--- config.mk ---
export PLATFORM = sky130hd
export DESIGN_NAME = poisson_matrix_csr_row_builder_core_flat
export DESIGN_NICKNAME = d
export VERILOG_FILES = /design/src/pmcsr_pkg.sv /design/src/pmcsr_if.sv /design/src/pmcsr_ctrl.sv /design/src/pmcsr_dp.sv /design/src/poisson_matrix_csr_row_builder_core.sv /design/src/flat_wrapper.sv
export SDC_FILE = /design/constraint.sdc
export NUM_CORES = 1
export LEC_CHECK = 0
export BUFFER_PORTS_ARGS = -buffer_cell sky130_fd_sc_hd__buf_2
export CORE_ASPECT_RATIO = 1.2
export CORE_MARGIN = 1.5
export CORE_UTILIZATION = 60
export CTS_CLUSTER_SIZE = 24
export DETAILED_ROUTE_END_ITERATION = 7
export PLACE_DENSITY_LB_ADDON = 0.25
export SYNTH_ARGS = -nofsm -noshare
export SYNTH_HDL_FRONTEND = slang
export SYNTH_SLANG_ARGS = --single-unit
--- constraint.sdc ---
create_clock -name clk -period 6.6 [get_ports clk]
set_input_delay 0.33 -clock clk [delete_from_list [all_inputs] [get_ports clk]]
set_output_delay 0.33 -clock clk [all_outputs]
set_load 0.05 [all_outputs]
--- src/pmcsr_pkg.sv ---
// Shared constants, codes and control types of the CSR row builder.
package pmcsr_pkg;

	localparam int MAX_DIM = 64;

	localparam int POS_W   = 6;
	localparam int SIZE_W  = 7;
	localparam int COUNT_W = 21;
	localparam int COL_W   = 18;
	localparam int COEF_W  = 4;
	localparam int DIAG_W  = 3;
	localparam int PLANE_W = 2 * SIZE_W;
	localparam int ROWOFF_W = POS_W + SIZE_W;
	localparam int NUM_SLOT = 7;
	localparam int SLOT_W  = 3;
	localparam int CFG_IDX_W = 2;

	localparam logic [COUNT_W-1:0] COUNT_CAP = COUNT_W'(7 * MAX_DIM * MAX_DIM * MAX_DIM);
	localparam logic [SIZE_W-1:0]  SIZE_RESET = SIZE_W'(64);
	localparam logic [DIAG_W-1:0]  DIAG_FULL = DIAG_W'(6);
	localparam logic signed [COEF_W-1:0] COEF_OFF = -4'sd1;

	typedef enum logic [CFG_IDX_W-1:0] {
		REG_SIZE_X = 2'd0,
		REG_SIZE_Y = 2'd1,
		REG_SIZE_Z = 2'd2,
		REG_NONE   = 2'd3
	} reg_idx_t;

	typedef enum logic [SLOT_W-1:0] {
		SLOT_MX   = 3'd0,
		SLOT_MY   = 3'd1,
		SLOT_MZ   = 3'd2,
		SLOT_DIAG = 3'd3,
		SLOT_PZ   = 3'd4,
		SLOT_PY   = 3'd5,
		SLOT_PX   = 3'd6,
		SLOT_NONE = 3'd7
	} slot_t;

	typedef struct packed {
		logic load;
		logic mul;
		logic sum;
		logic advance;
	} pmcsr_cmd_t;

	typedef struct packed {
		logic last;
	} pmcsr_sts_t;

endpackage

--- src/pmcsr_if.sv ---
// Handshake interfaces for voxel items, CSR entry items and register writes.
interface pmcsr_voxel_if import pmcsr_pkg::*; ();
	logic              valid;
	logic              ready;
	logic              first_row;
	logic [POS_W-1:0]  x_pos;
	logic [POS_W-1:0]  y_pos;
	logic [POS_W-1:0]  z_pos;
	logic              center_fluid;
	logic              fluid_minus_x;
	logic              fluid_minus_y;
	logic              fluid_minus_z;
	logic              fluid_plus_z;
	logic              fluid_plus_y;
	logic              fluid_plus_x;

	modport source (output valid, first_row, x_pos, y_pos, z_pos, center_fluid,
		fluid_minus_x, fluid_minus_y, fluid_minus_z, fluid_plus_z, fluid_plus_y,
		fluid_plus_x, input ready);
	modport sink (input valid, first_row, x_pos, y_pos, z_pos, center_fluid,
		fluid_minus_x, fluid_minus_y, fluid_minus_z, fluid_plus_z, fluid_plus_y,
		fluid_plus_x, output ready);
endinterface

interface pmcsr_entry_if import pmcsr_pkg::*; ();
	logic                      valid;
	logic                      ready;
	logic [COUNT_W-1:0]        row_start;
	logic                      has_entry;
	logic [COL_W-1:0]          column;
	logic signed [COEF_W-1:0]  coefficient;
	logic                      last_of_row;

	modport source (output valid, row_start, has_entry, column, coefficient, last_of_row,
		input ready);
	modport sink (input valid, row_start, has_entry, column, coefficient, last_of_row,
		output ready);
endinterface

interface pmcsr_cfg_if import pmcsr_pkg::*; ();
	logic                 valid;
	logic                 ready;
	logic [CFG_IDX_W-1:0] index;
	logic [SIZE_W-1:0]    data;

	modport source (output valid, index, data, input ready);
	modport sink (input valid, index, data, output ready);
endinterface

--- src/pmcsr_ctrl.sv ---
// Sequencer: accept a voxel, run the two index steps, then hand out its entries.
module pmcsr_ctrl import pmcsr_pkg::*; (
	input  logic       clk,
	input  logic       arst_n,
	input  logic       in_valid,
	output logic       in_ready,
	output logic       out_valid,
	input  logic       out_ready,
	input  pmcsr_sts_t sts,
	output pmcsr_cmd_t cmd
);

	typedef enum logic [1:0] {
		ST_IDLE,
		ST_MUL,
		ST_SUM,
		ST_EMIT
	} state_t;

	state_t state_q;
	logic   in_ready_q;
	logic   out_valid_q;

	assign in_ready  = in_ready_q;
	assign out_valid = out_valid_q;

	always_comb begin
		cmd.load    = in_valid & in_ready_q;
		cmd.mul     = (state_q == ST_MUL);
		cmd.sum     = (state_q == ST_SUM);
		cmd.advance = out_valid_q & out_ready;
	end

	always_ff @(posedge clk or negedge arst_n) begin
		if (!arst_n) begin
			state_q     <= ST_IDLE;
			in_ready_q  <= 1'b1;
			out_valid_q <= 1'b0;
		end else begin
			case (state_q)
				ST_IDLE: begin
					if (in_valid && in_ready_q) begin
						state_q    <= ST_MUL;
						in_ready_q <= 1'b0;
					end
				end
				ST_MUL: begin
					state_q <= ST_SUM;
				end
				ST_SUM: begin
					state_q     <= ST_EMIT;
					out_valid_q <= 1'b1;
				end
				ST_EMIT: begin
					if (out_ready && sts.last) begin
						state_q     <= ST_IDLE;
						out_valid_q <= 1'b0;
						in_ready_q  <= 1'b1;
					end
				end
				default: begin
					state_q     <= ST_IDLE;
					out_valid_q <= 1'b0;
					in_ready_q  <= 1'b1;
				end
			endcase
		end
	end

endmodule

--- src/pmcsr_dp.sv ---
// Datapath: size registers, nonzero count, column index arithmetic, entry selection.
module pmcsr_dp import pmcsr_pkg::*; (
	input  logic                     clk,
	input  logic                     arst_n,
	input  pmcsr_cmd_t               cmd,
	output pmcsr_sts_t               sts,
	input  logic                     cfg_write,
	input  logic [CFG_IDX_W-1:0]     cfg_index,
	input  logic [SIZE_W-1:0]        cfg_data,
	input  logic                     first_row,
	input  logic [POS_W-1:0]         x_pos,
	input  logic [POS_W-1:0]         y_pos,
	input  logic [POS_W-1:0]         z_pos,
	input  logic                     center_fluid,
	input  logic                     fluid_minus_x,
	input  logic                     fluid_minus_y,
	input  logic                     fluid_minus_z,
	input  logic                     fluid_plus_z,
	input  logic                     fluid_plus_y,
	input  logic                     fluid_plus_x,
	output logic [COUNT_W-1:0]       row_start,
	output logic                     has_entry,
	output logic [COL_W-1:0]         column,
	output logic signed [COEF_W-1:0] coefficient,
	output logic                     last_of_row
);

	logic [SIZE_W-1:0]   size_x_q, size_y_q, size_z_q;
	logic [COUNT_W-1:0]  count_q;
	logic [COUNT_W-1:0]  row_q;
	logic [POS_W-1:0]    x_q, y_q, z_q;
	logic [NUM_SLOT-1:0] mask_q;
	logic [DIAG_W-1:0]   diag_q;
	logic [PLANE_W-1:0]  plane_q;
	logic [ROWOFF_W-1:0] ysz_q;
	logic [COL_W-1:0]    base_q;

	logic                x_lo, y_lo, z_lo, x_hi, y_hi, z_hi;
	logic [DIAG_W-1:0]   faces;
	logic [DIAG_W-1:0]   diag;
	logic [NUM_SLOT-1:0] mask;
	logic [NUM_SLOT-1:0] sel;
	logic [SLOT_W-1:0]   idx;
	logic [COL_W-1:0]    col;
	logic [COL_W-1:0]    plane_ext;
	logic [COL_W-1:0]    sz_ext;

	always_comb begin
		x_lo  = (x_pos == '0);
		y_lo  = (y_pos == '0);
		z_lo  = (z_pos == '0);
		x_hi  = ({1'b0, x_pos} + SIZE_W'(1)) >= size_x_q;
		y_hi  = ({1'b0, y_pos} + SIZE_W'(1)) >= size_y_q;
		z_hi  = ({1'b0, z_pos} + SIZE_W'(1)) >= size_z_q;
		faces = DIAG_W'(x_lo) + DIAG_W'(x_hi) + DIAG_W'(y_lo)
			+ DIAG_W'(y_hi) + DIAG_W'(z_lo) + DIAG_W'(z_hi);
		diag  = DIAG_FULL - faces;
		mask[SLOT_MX]   = fluid_minus_x & ~x_lo;
		mask[SLOT_MY]   = fluid_minus_y & ~y_lo;
		mask[SLOT_MZ]   = fluid_minus_z & ~z_lo;
		mask[SLOT_DIAG] = (diag != '0);
		mask[SLOT_PZ]   = fluid_plus_z & ~z_hi;
		mask[SLOT_PY]   = fluid_plus_y & ~y_hi;
		mask[SLOT_PX]   = fluid_plus_x & ~x_hi;
		if (!center_fluid) begin
			mask = '0;
		end
	end

	always_comb begin
		sel = mask_q & (~mask_q + NUM_SLOT'(1));
		idx = SLOT_NONE;
		for (int i = NUM_SLOT - 1; i >= 0; i--) begin
			if (sel[i]) begin
				idx = SLOT_W'(i);
			end
		end
		plane_ext = COL_W'(plane_q);
		sz_ext    = COL_W'(size_z_q);
		case (idx)
			SLOT_MX: col = base_q - plane_ext;
			SLOT_MY: col = base_q - sz_ext;
			SLOT_MZ: col = base_q - COL_W'(1);
			SLOT_PZ: col = base_q + COL_W'(1);
			SLOT_PY: col = base_q + sz_ext;
			SLOT_PX: col = base_q + plane_ext;
			default: col = base_q;
		endcase
	end

	assign row_start   = row_q;
	assign has_entry   = (mask_q != '0);
	assign column      = has_entry ? col : '0;
	assign coefficient = !has_entry ? '0 :
		(idx == SLOT_DIAG) ? $signed({1'b0, diag_q}) : COEF_OFF;
	assign last_of_row = ((mask_q & ~sel) == '0);
	assign sts.last    = last_of_row;

	always_ff @(posedge clk or negedge arst_n) begin
		if (!arst_n) begin
			size_x_q <= SIZE_RESET;
			size_y_q <= SIZE_RESET;
			size_z_q <= SIZE_RESET;
			count_q  <= '0;
		end else begin
			if (cfg_write) begin
				case (cfg_index)
					REG_SIZE_X: size_x_q <= cfg_data;
					REG_SIZE_Y: size_y_q <= cfg_data;
					REG_SIZE_Z: size_z_q <= cfg_data;
					default: ;
				endcase
			end
			if (cmd.load && first_row) begin
				count_q <= '0;
			end else if (cmd.advance && has_entry && (count_q < COUNT_CAP)) begin
				count_q <= count_q + COUNT_W'(1);
			end
		end
	end

	always_ff @(posedge clk) begin
		if (cmd.load) begin
			x_q    <= x_pos;
			y_q    <= y_pos;
			z_q    <= z_pos;
			mask_q <= mask;
			diag_q <= diag;
			row_q  <= first_row ? '0 : count_q;
		end else if (cmd.advance) begin
			mask_q <= mask_q & ~sel;
		end
		if (cmd.mul) begin
			plane_q <= PLANE_W'(size_y_q) * PLANE_W'(size_z_q);
			ysz_q   <= ROWOFF_W'(y_q) * ROWOFF_W'(size_z_q);
		end
		if (cmd.sum) begin
			base_q <= COL_W'(x_q) * COL_W'(plane_q) + COL_W'(ysz_q) + COL_W'(z_q);
		end
	end

endmodule

--- src/poisson_matrix_csr_row_builder_core.sv ---
// Top level of the seven-point Poisson CSR row builder.
// The first entry item is valid once the multiply and sum states have run after acceptance.
// A new voxel is accepted only after the last of the previous voxel's n = 1..7 entry items,
// handed out one per cycle while the entry side holds ready high, has been taken.
// The sequencer runs its two index steps (plane product, then column base) before emitting.
// Reset: asynchronous, active low; clears the nonzero count, sets sizes to 64, goes idle.
module poisson_matrix_csr_row_builder_core import pmcsr_pkg::*; (
	input  logic          clk,
	input  logic          arst_n,
	pmcsr_voxel_if.sink   voxel,
	pmcsr_entry_if.source entry,
	pmcsr_cfg_if.sink     cfg
);

	pmcsr_cmd_t cmd;
	pmcsr_sts_t sts;

	assign cfg.ready = 1'b1;

	pmcsr_ctrl u_ctrl (
		.clk       (clk),
		.arst_n    (arst_n),
		.in_valid  (voxel.valid),
		.in_ready  (voxel.ready),
		.out_valid (entry.valid),
		.out_ready (entry.ready),
		.sts       (sts),
		.cmd       (cmd)
	);

	pmcsr_dp u_dp (
		.clk           (clk),
		.arst_n        (arst_n),
		.cmd           (cmd),
		.sts           (sts),
		.cfg_write     (cfg.valid),
		.cfg_index     (cfg.index),
		.cfg_data      (cfg.data),
		.first_row     (voxel.first_row),
		.x_pos         (voxel.x_pos),
		.y_pos         (voxel.y_pos),
		.z_pos         (voxel.z_pos),
		.center_fluid  (voxel.center_fluid),
		.fluid_minus_x (voxel.fluid_minus_x),
		.fluid_minus_y (voxel.fluid_minus_y),
		.fluid_minus_z (voxel.fluid_minus_z),
		.fluid_plus_z  (voxel.fluid_plus_z),
		.fluid_plus_y  (voxel.fluid_plus_y),
		.fluid_plus_x  (voxel.fluid_plus_x),
		.row_start     (entry.row_start),
		.has_entry     (entry.has_entry),
		.column        (entry.column),
		.coefficient   (entry.coefficient),
		.last_of_row   (entry.last_of_row)
	);

endmodule
--- src/flat_wrapper.sv ---
// flat-port wrapper written by rule: the top's interface ports become plain ports
module poisson_matrix_csr_row_builder_core_flat import pmcsr_pkg::*;
  (clk, arst_n, voxel_valid, voxel_first_row, voxel_x_pos, voxel_y_pos, voxel_z_pos, voxel_center_fluid, voxel_fluid_minus_x, voxel_fluid_minus_y, voxel_fluid_minus_z, voxel_fluid_plus_z, voxel_fluid_plus_y, voxel_fluid_plus_x, voxel_ready, entry_valid, entry_row_start, entry_has_entry, entry_column, entry_coefficient, entry_last_of_row, entry_ready, cfg_valid, cfg_index, cfg_data, cfg_ready);
  pmcsr_voxel_if voxel_i ();
  pmcsr_entry_if entry_i ();
  pmcsr_cfg_if cfg_i ();
  input  logic clk;
  input  logic arst_n;
  input wire logic [$bits(voxel_i.valid)-1:0] voxel_valid;
  input wire logic [$bits(voxel_i.first_row)-1:0] voxel_first_row;
  input wire logic [$bits(voxel_i.x_pos)-1:0] voxel_x_pos;
  input wire logic [$bits(voxel_i.y_pos)-1:0] voxel_y_pos;
  input wire logic [$bits(voxel_i.z_pos)-1:0] voxel_z_pos;
  input wire logic [$bits(voxel_i.center_fluid)-1:0] voxel_center_fluid;
  input wire logic [$bits(voxel_i.fluid_minus_x)-1:0] voxel_fluid_minus_x;
  input wire logic [$bits(voxel_i.fluid_minus_y)-1:0] voxel_fluid_minus_y;
  input wire logic [$bits(voxel_i.fluid_minus_z)-1:0] voxel_fluid_minus_z;
  input wire logic [$bits(voxel_i.fluid_plus_z)-1:0] voxel_fluid_plus_z;
  input wire logic [$bits(voxel_i.fluid_plus_y)-1:0] voxel_fluid_plus_y;
  input wire logic [$bits(voxel_i.fluid_plus_x)-1:0] voxel_fluid_plus_x;
  output wire logic [$bits(voxel_i.ready)-1:0] voxel_ready;
  output wire logic [$bits(entry_i.valid)-1:0] entry_valid;
  output wire logic [$bits(entry_i.row_start)-1:0] entry_row_start;
  output wire logic [$bits(entry_i.has_entry)-1:0] entry_has_entry;
  output wire logic [$bits(entry_i.column)-1:0] entry_column;
  output wire logic [$bits(entry_i.coefficient)-1:0] entry_coefficient;
  output wire logic [$bits(entry_i.last_of_row)-1:0] entry_last_of_row;
  input wire logic [$bits(entry_i.ready)-1:0] entry_ready;
  input wire logic [$bits(cfg_i.valid)-1:0] cfg_valid;
  input wire logic [$bits(cfg_i.index)-1:0] cfg_index;
  input wire logic [$bits(cfg_i.data)-1:0] cfg_data;
  output wire logic [$bits(cfg_i.ready)-1:0] cfg_ready;
  assign voxel_i.valid = voxel_valid;
  assign voxel_i.first_row = voxel_first_row;
  assign voxel_i.x_pos = voxel_x_pos;
  assign voxel_i.y_pos = voxel_y_pos;
  assign voxel_i.z_pos = voxel_z_pos;
  assign voxel_i.center_fluid = voxel_center_fluid;
  assign voxel_i.fluid_minus_x = voxel_fluid_minus_x;
  assign voxel_i.fluid_minus_y = voxel_fluid_minus_y;
  assign voxel_i.fluid_minus_z = voxel_fluid_minus_z;
  assign voxel_i.fluid_plus_z = voxel_fluid_plus_z;
  assign voxel_i.fluid_plus_y = voxel_fluid_plus_y;
  assign voxel_i.fluid_plus_x = voxel_fluid_plus_x;
  assign voxel_ready = voxel_i.ready;
  assign entry_valid = entry_i.valid;
  assign entry_row_start = entry_i.row_start;
  assign entry_has_entry = entry_i.has_entry;
  assign entry_column = entry_i.column;
  assign entry_coefficient = entry_i.coefficient;
  assign entry_last_of_row = entry_i.last_of_row;
  assign entry_i.ready = entry_ready;
  assign cfg_i.valid = cfg_valid;
  assign cfg_i.index = cfg_index;
  assign cfg_i.data = cfg_data;
  assign cfg_ready = cfg_i.ready;
  poisson_matrix_csr_row_builder_core u_core (.clk(clk), .arst_n(arst_n), .voxel(voxel_i), .entry(entry_i), .cfg(cfg_i));
endmodule
# [Word level (Yosys, flattened, before mapping)]
# Index checks and enable logic that the tools add are counted.
[classes] n_addsub=19 n_mul=3 order_cmp=4 eq_ne=13 mux=24 n_bitwise=18 n_reduce_logical=24
[op_table] op="$pmux 18 s6" count=1
[op_table] op="$mux 21" count=2
[op_table] op="$add 21x1->21 const B" count=1
[op_table] op="$add 6x1->7 const B" count=3
[op_table] op="$ge 7x7->1" count=3
[op_table] op="$lt 21x21->1 const B" count=1
[op_table] op="$mux 7" count=3
[op_table] op="$add 18x1->18 const B" count=1
[op_table] op="$add 18x13->18" count=1
[op_table] op="$add 18x14->18" count=1
[op_table] op="$add 18x6->18" count=1
[op_table] op="$add 18x7->18" count=1
[op_table] op="$logic_not 6->1" count=3
[op_table] op="$mul 6x14->18" count=1
[op_table] op="$mux 18" count=1
[op_table] op="$mux 3" count=6
[op_table] op="$sub 18x1->18 const B" count=1
[op_table] op="$sub 18x14->18" count=1
[op_table] op="$sub 18x7->18" count=1
[op_table] op="$and 7x7->7" count=2
[op_table] op="$mul 7x7->14" count=1
[op_table] op="$not 7->7" count=2
[op_table] op="$mul 6x7->13" count=1
[op_table] op="$reduce_and 2->1" count=5
[op_table] op="other kinds (26)" count=61
[totals] register_bits=140 input_bits=40 out_inout_bits=48

# [Longest topological paths before layout]
# Gate-level depths: netlist (run 1).
[depth] depth_word=13 mapped_depth=19 mapped_depth_nobuf=18

# [By module]
# From an unflattened synthesis (run 1), not the netlist that was laid out.
[unflattened] cells_unflattened=1429 hier_area_um2=13777.0
[by_module_without_submodules] mod="pmcsr_dp" instances=1 cells_per_inst=1401 area_per_inst_um2=13491.7 seq_area_each_um2=3877.5
[by_module_without_submodules] mod="pmcsr_ctrl" instances=1 cells_per_inst=26 area_per_inst_um2=274.0 seq_area_each_um2=101.3
[by_module_without_submodules] mod="poisson_matrix_csr_row_builder_core" instances=1 cells_per_inst=2 area_per_inst_um2=11.3 seq_area_each_um2=0.0

# [Least setup slack after synthesis (run 1)]
# No wires, ideal clock.
[synth_path] path_kind="reg-to-output" startpoint="register u_core.u_dp.mask_q[3]" endpoint="output entry_column[17]" t_arrival_ns=4.996 path_slack_ns=1.274 path_stages_with_launch=15 path_cell_list="edfxtp_1 > or4_1 > or2_1 > nor3b_2 > nor3_1 > a311oi_1 > ha_1 > clkbuf_1 > a21o_1 > a2111oi_0 > nand4_1 > a221oi_1 > o21ai_1 > xnor2_2 > o31ai_1"
[synth_via] elab_chain_len=13
[synth_rtl] element="start: declaration" line="pmcsr_dp.sv:32" text="logic [NUM_SLOT-1:0] mask_q;"
[synth_rtl] element="start signal: assignment" line="pmcsr_dp.sv:127" text="mask_q <= mask;"
[synth_rtl] element="start signal: assignment" line="pmcsr_dp.sv:131" text="mask_q <= mask_q & ~sel;"
[synth_rtl] element="$not 7->7" line="pmcsr_dp.sv:71" text="sel = mask_q & (~mask_q + NUM_SLOT'(1));"
[synth_rtl] element="$add 7x1->7" line="pmcsr_dp.sv:71"
[synth_rtl] element="$and 7x7->7" line="pmcsr_dp.sv:71"
[synth_rtl] element="$mux 1" line="pmcsr_dp.sv:74" text="if (sel[i]) begin"
[synth_rtl] element="$mux 3 (6 in series)" line="pmcsr_dp.sv:74"
[synth_rtl] element="$eq 3x3->1, or another cell as far along" line="pmcsr_dp.sv:80" text="case (idx)"
[synth_rtl] element="$pmux 18 s6" line="pmcsr_dp.sv:80"
[synth_rtl] element="$mux 18 *" line="pmcsr_dp.sv:93" text="assign column = has_entry ? col : '0;"
[synth_rtl] element="end: declaration" line="flat_wrapper.sv:25" text="output wire logic [$bits(entry_i.column)-1:0] entry_column;"
# Mark *: on every way between the ends. The rest lies on a longest branch, timed or not.

# [Worst setup path in the final report (run 1)]
[layout_path] startpoint="register u_core.u_dp.mask_q[1]" endpoint="output entry_column[17]"
# Same word-level chain as after synthesis.

==> flow_summary.ini, run 1 <==
[sta]
period_needed_ns = 5.78
setup_viol = 0
timing.final.crit_share_pct = 87.6
slew_headroom_pct = 28.2
worst_slew_pin_slew_ns = 1.08
max_freq_mhz = 173
finalMaxSlewViolations = 0
fin_tns_setup_ns = 0
hold_violations = 0
rsz0062_at_grt = false
fin_ws_ns = 0.816
fin_skew_ns = 0.0108

[finish]
num-fill-cells = 1692
nets = 1753
final_cell_mix = nand2_1 (169), inv_1 (166), ha_1 (146)
layout.cells.non_filler = 1740
area_delta_synth_final_pct = 9.21
finalInstanceArea_sq_um = 14700
final_common_cell = nand2_1
diodes = 0
drive_gt1_share_pct = 10.8
final_util_pct = 67.1

[clocking]
ctsHoldBuffers = 0
numCtsBuffers = 17
clk_pin_slew_ns = 0.08
cts-resized-gates = 0
cts.sinks = 140
clockBufferDepth = 2
clock_latency_ns = 0.44
post_cts_buffers = 0
cts_tree = built
cts_root_buf = clkbuf_16
h-tree-depth = 4

[worst_setup_path]
slowest_delay_ns = 0.67
cp_data_required_time_ns = 6.27
r2r_end = u_core.u_dp.base_q[16]$_DFFE_PP_
crit_type = flop to output pin
r2r-start = u_core.u_dp.x_q[2]$_DFFE_PP_
critical-path-slowest-cell = or4_1
startpoint_type = flop
r2r_slack_ns = 1.59
path_cells = or4_1 -> or2_1 -> nor3b_2 -> nor3_1 -> a311oi_1 -> ha_1 -> a21o_1 -> a2111oi_0 -> nand4_1 -> a221oi_1 -> o21ai_1 -> xnor2_2 -> o31ai_1 -> buf_2
critical_path.endpoint_type = output pin
path_max_fanout = 15
r2r_cells = 16
crit_arrival_ns = 5.45

[logic_synthesis]
yosys_warnings = 0
synth-simple-area-share_pct = 17.0
synth_area_sq_um = 13400
synthFlopType = edfxtp_1
synth_compound_gate_area_share_pct = 9.74
synthAdderAreaFrac_pct = 30.7
synth-xor-area-share_pct = 5.27
syn-mean-instance-area_sq_um = 9.66
ys_async_sr_fraction_pct = 32.9
synthCells = 1391
synth_top_family_by_area = adder cells
seq_area_frac_synth_pct = 29.6
ys_seq_elements = 140
synthesis.nets = 1691
synth.area.mux_share_pct = 1.26
yosysUniqueCellTypes = 66
synth-edff-count = 94

[grt]
antenna_found_initial = 0
grt_max_degree = 49
overflow = 0
grtUsageTotal_pct = 28.1
grt_pass1_wl_um = 51600
grt_pass1_vias = 10400

[power]
powerDensity_nw_per_um2 = 267
leakagePower_nw = 6.83
vdd_drop_max_mv = 0.247

[outcome]
status = complete, but fails checks
violations = DRC

[place]
gp_congestion = 0.900
io_buffers = 86
place_hpwl_um = 24000
dpl_worst_slack_ns = 1.35
dp.cells = 1708
place_area_sq_um = 14100

[drt]
via_per_inst = 5.79
wl_per_cell_um = 17.8
route.detailed.drc = 1
detail_route.wirelength_um = 30900
via_count = 10100
first_pass_iters = 8
drtIter0Drc = 650
antenna_left = 0

[die]
die_area_sq_um = 23300
row_count = 59
core_sq_um = 21900
pin_count = 88
start_util_pct = 61.5
die_y_um = 167
chipWidth_um = 140

[job]
max-cap-violations = 0

[hold_path]
hold_class = input port to asynchronous set/reset pin
worst max-delay path by stage:
stage | end | startpoint
after floorplan | entry_column[17] | u_core.u_dp.mask_q[3]$_DFFE_PP_
after global placement | entry_column[17] | u_core.u_dp.mask_q[1]$_DFFE_PP_
after detailed placement | entry_column[17] | u_core.u_dp.mask_q[1]$_DFFE_PP_
after CTS | entry_column[17] | u_core.u_dp.mask_q[1]$_DFFE_PP_
after global routing | entry_column[17] | u_core.u_dp.mask_q[1]$_DFFE_PP_
final | entry_column[17] | u_core.u_dp.mask_q[1]$_DFFE_PP_
synth_stat cells, types with 26 or more instances:
library cell  instances  area (sq um)
inv_1               167           627
nand3_1              35           175
and2_1               66           413
clkbuf_1             44           165
xnor2_1              51           447
a21o_1               26           195
xor2_1               28           245
a21oi_1              65           325
fa_1                114          2280
o21ai_0              33           165
nand2_1             169           634
dfrtp_1              42          1050
ha_1                146          1830
nor2b_1              31           194
nor2_1               84           315
edfxtp_1             94          2820
metrics by stage:
stage               hold slack, ns  power, mW
global placement             0.497       2.84
floorplan                   0.0344       2.49
finish                      0.0826       3.91
detailed placement           0.499       2.89
global route                 0.119       4.20
CTS                          0.109       3.92
critical path: cells and delay by family (launching register included):
kind,cells,cell delay [ns]
AO/OA/AOI/OAI,6,1.72
XOR/XNOR,1,0.16
adder cells (fa/ha/maj),1,0.38
buffers and inverters,1,0.29
flip-flops,1,0.58
AND/OR/NAND/NOR,5,1.88
per-layer routing:
metal  global-route usage, %  part of all wire (%)  up-vias
li1                        -                     -     4785
met1                    34.0                    40     4913
met2                    48.8                    50      299
met3                    4.20                   4.5       81
met4                    14.6                   4.8        0
met5                       0                     0        -
power breakdown:
group,total (mW),internal [mW],switching (mW),leakage (nW)
clock network,0.987,0.517,0.470,0.300
registers,1.15,1.07,0.0843,1.41
logic,1.77,0.722,1.05,5.12
total,3.91,2.31,1.61,6.83
layout make-up:
cell class	count	area, sq um	share of cell area (%)
clock buffer	17	425	2.90
timing repair buffer	92	475	3.24
multi-input combinational	1032	8610	58.7
inverter	170	643	4.38
tap	274	343	2.34
sequential	140	3980	27.1
clock inverter	15	191	1.31
registers in the layout, summed over array words and instances, names as in the netlist, 2 cells and up:
name / count
u_core.u_dp.size_x_q: 7
u_core.u_dp.diag_q: 3
u_core.u_dp.row_start: 21
u_core.u_dp.y_q: 6
u_core.u_dp.base_q: 18
u_core.u_dp.ysz_q: 13
u_core.u_dp.z_q: 6
u_core.u_ctrl.state_q: 2
u_core.u_dp.size_y_q: 7
u_core.u_dp.x_q: 6
u_core.u_dp.size_z_q: 7
u_core.u_dp.mask_q: 7
u_core.u_dp.count_q: 21
u_core.u_dp.plane_q: 14
cell families after synthesis:
kind of cell             after synthesis
buffers and inverters                219
multiplexers                          15
flip-flops                           140
XOR/XNOR                              80
other                                  1
adder cells (fa/ha/maj)              262
AO/OA/AOI/OAI                        208
AND/OR/NAND/NOR                      466
Power figures use the tool's default switching activity.
==> run 2, diff against run 1 <==
CORE_MARGIN = 8   (was 1.5)
CORE_UTILIZATION = 53   (was 60)
==> flow_summary.ini, run 2 (synthesis gave the netlist of run 1 again) <==
[outcome]
status = complete, no violations

[die]
core_sq_um = 25200
die_y_um = 190
start_util_pct = 53.2
die_area_sq_um = 30700
pin_count = 88
row_count = 64
chipWidth_um = 161

[finish]
drive_gt1_share_pct = 10.8
final_cell_mix = nand2_1 (169), inv_1 (166), ha_1 (146)
area_delta_synth_final_pct = 9.70
finalInstanceArea_sq_um = 14700
final_common_cell = nand2_1
nets = 1752

[grt]
grt.busiest_layer = met2
antenna_found_initial = 4
grtUsageMet2_pct = 37.9
grtUsageTotal_pct = 21.2
met3_usage_pct = 3.39
grt_pass1_wl_um = 52000
grt_max_degree = 49
grt_pass1_vias = 10300
met1_usage_pct = 24.5
overflow = 0

[sta]
slew_headroom_pct = 28.5
fin_skew_ns = 0.0161
finalMaxSlewViolations = 0
fin_tns_setup_ns = 0
max_freq_mhz = 174
setup_viol = 0
rsz0062_at_grt = false
period_needed_ns = 5.76
timing.final.crit_share_pct = 87.3
hold_violations = 0
fin_ws_ns = 0.840
worst_slew_pin_slew_ns = 1.07

[drt]
detail_route.wirelength_um = 31800
drtIter0Drc = 521
first_pass_iters = 5
via_count = 9887
antenna_left = 0
wl_per_cell_um = 17.7
route.detailed.drc = 0
via_per_inst = 5.50

[clocking]
ctsHoldBuffers = 0
cts_root_buf = clkbuf_16
clock_latency_ns = 0.43
cts.sinks = 140
h-tree-depth = 4
cts-resized-gates = 0
clockBufferDepth = 2
numCtsBuffers = 17
post_cts_buffers = 0
clk_pin_slew_ns = 0.08
cts_tree = built

[job]
max-cap-violations = 0

[worst_setup_path]
critical_path.endpoint_type = output pin
startpoint_type = flop
crit_arrival_ns = 5.43
r2r-start = u_core.u_dp.x_q[5]$_DFFE_PP_
r2r_slack_ns = 1.57
crit_type = flop to output pin
r2r_end = u_core.u_dp.base_q[17]$_DFFE_PP_
cp_data_required_time_ns = 6.27
path_max_fanout = 15
r2r_cells = 15

[place]
gp_congestion = 0.909
place_area_sq_um = 14100
place_hpwl_um = 25300
io_buffers = 86
dpl_worst_slack_ns = 1.30

[power]
powerDensity_nw_per_um2 = 262
leakagePower_nw = 6.83
vdd_drop_max_mv = 0.186

[hold_path]
hold_class = input port to asynchronous set/reset pin
run 2: cell type report:
class	instances	area, sq um
Antenna cell	2	5.00
Tap cell	330	413
Sequential cell	140	3980
Clock buffer	17	425
Timing Repair Buffer	91	468
Fill cell	2180	10500
Multi-Input combinational cell	1032	8610
Clock inverter	15	189
Inverter	170	643
run 2: how the worst max path moves through the flow:
stage / from / to / slack, ns / cells past startpoint
CTS: u_core.u_dp.mask_q[1]$_DFFE_PP_ / entry_column[17] / 0.82 / 15
finish: u_core.u_dp.mask_q[1]$_DFFE_PP_ / entry_column[17] / 0.84 / 15
global route: u_core.u_dp.mask_q[1]$_DFFE_PP_ / entry_column[17] / 0.50 / 14
detailed placement: u_core.u_dp.mask_q[1]$_DFFE_PP_ / entry_column[17] / 1.30 / 15
floorplan: u_core.u_dp.mask_q[3]$_DFFE_PP_ / entry_column[17] / 1.27 / 14
global placement: u_core.u_dp.mask_q[1]$_DFFE_PP_ / entry_column[17] / 1.44 / 15
run 2: through the flow:
stage | std cells | utilization, % | power [mW] | hold slack (ns)
finish | 1797 | 58.4 | 3.85 | 0.0779
global route | 1797 | 58.4 | 4.14 | 0.141
CTS | 1795 | 58.4 | 3.88 | 0.113
detailed placement | 1763 | 56.0 | 2.89 | 0.493
global placement | 1763 | 56.0 | 2.84 | 0.494
floorplan | 1391 | - | 2.49 | 0.0344
run 2: metal layers:
metal / vias to the layer above / wire (um)
met4: 4 / 1240
met1: 4810 / 13000
met2: 220 / 16300
met5: - / 22
li1: 4782 / -
met3: 71 / 1290
run 2: worst max-delay path, stage by stage, from the launching register on:
cell and delay (ns):
edfxtp_1 0.58, or4_1 0.67, or2_1 0.31, nor3b_2 0.55, nor3_1 0.19, a311oi_1 0.30, ha_1 0.38, a21o_1 0.20
a2111oi_0 0.39, nand4_1 0.20, a221oi_1 0.41, o21ai_1 0.18, xnor2_2 0.17, o211ai_1 0.10, o31ai_1 0.07, buf_2 0.29
run 2: where the power goes:
| group | switching [mW] | leakage [nW] | internal, mW | total [mW] |
|---|---|---|---|---|
| combinational | 1.01 | 5.12 | 0.716 | 1.73 |
| sequential | 0.0881 | 1.41 | 1.07 | 1.16 |
| clock | 0.456 | 0.298 | 0.515 | 0.972 |
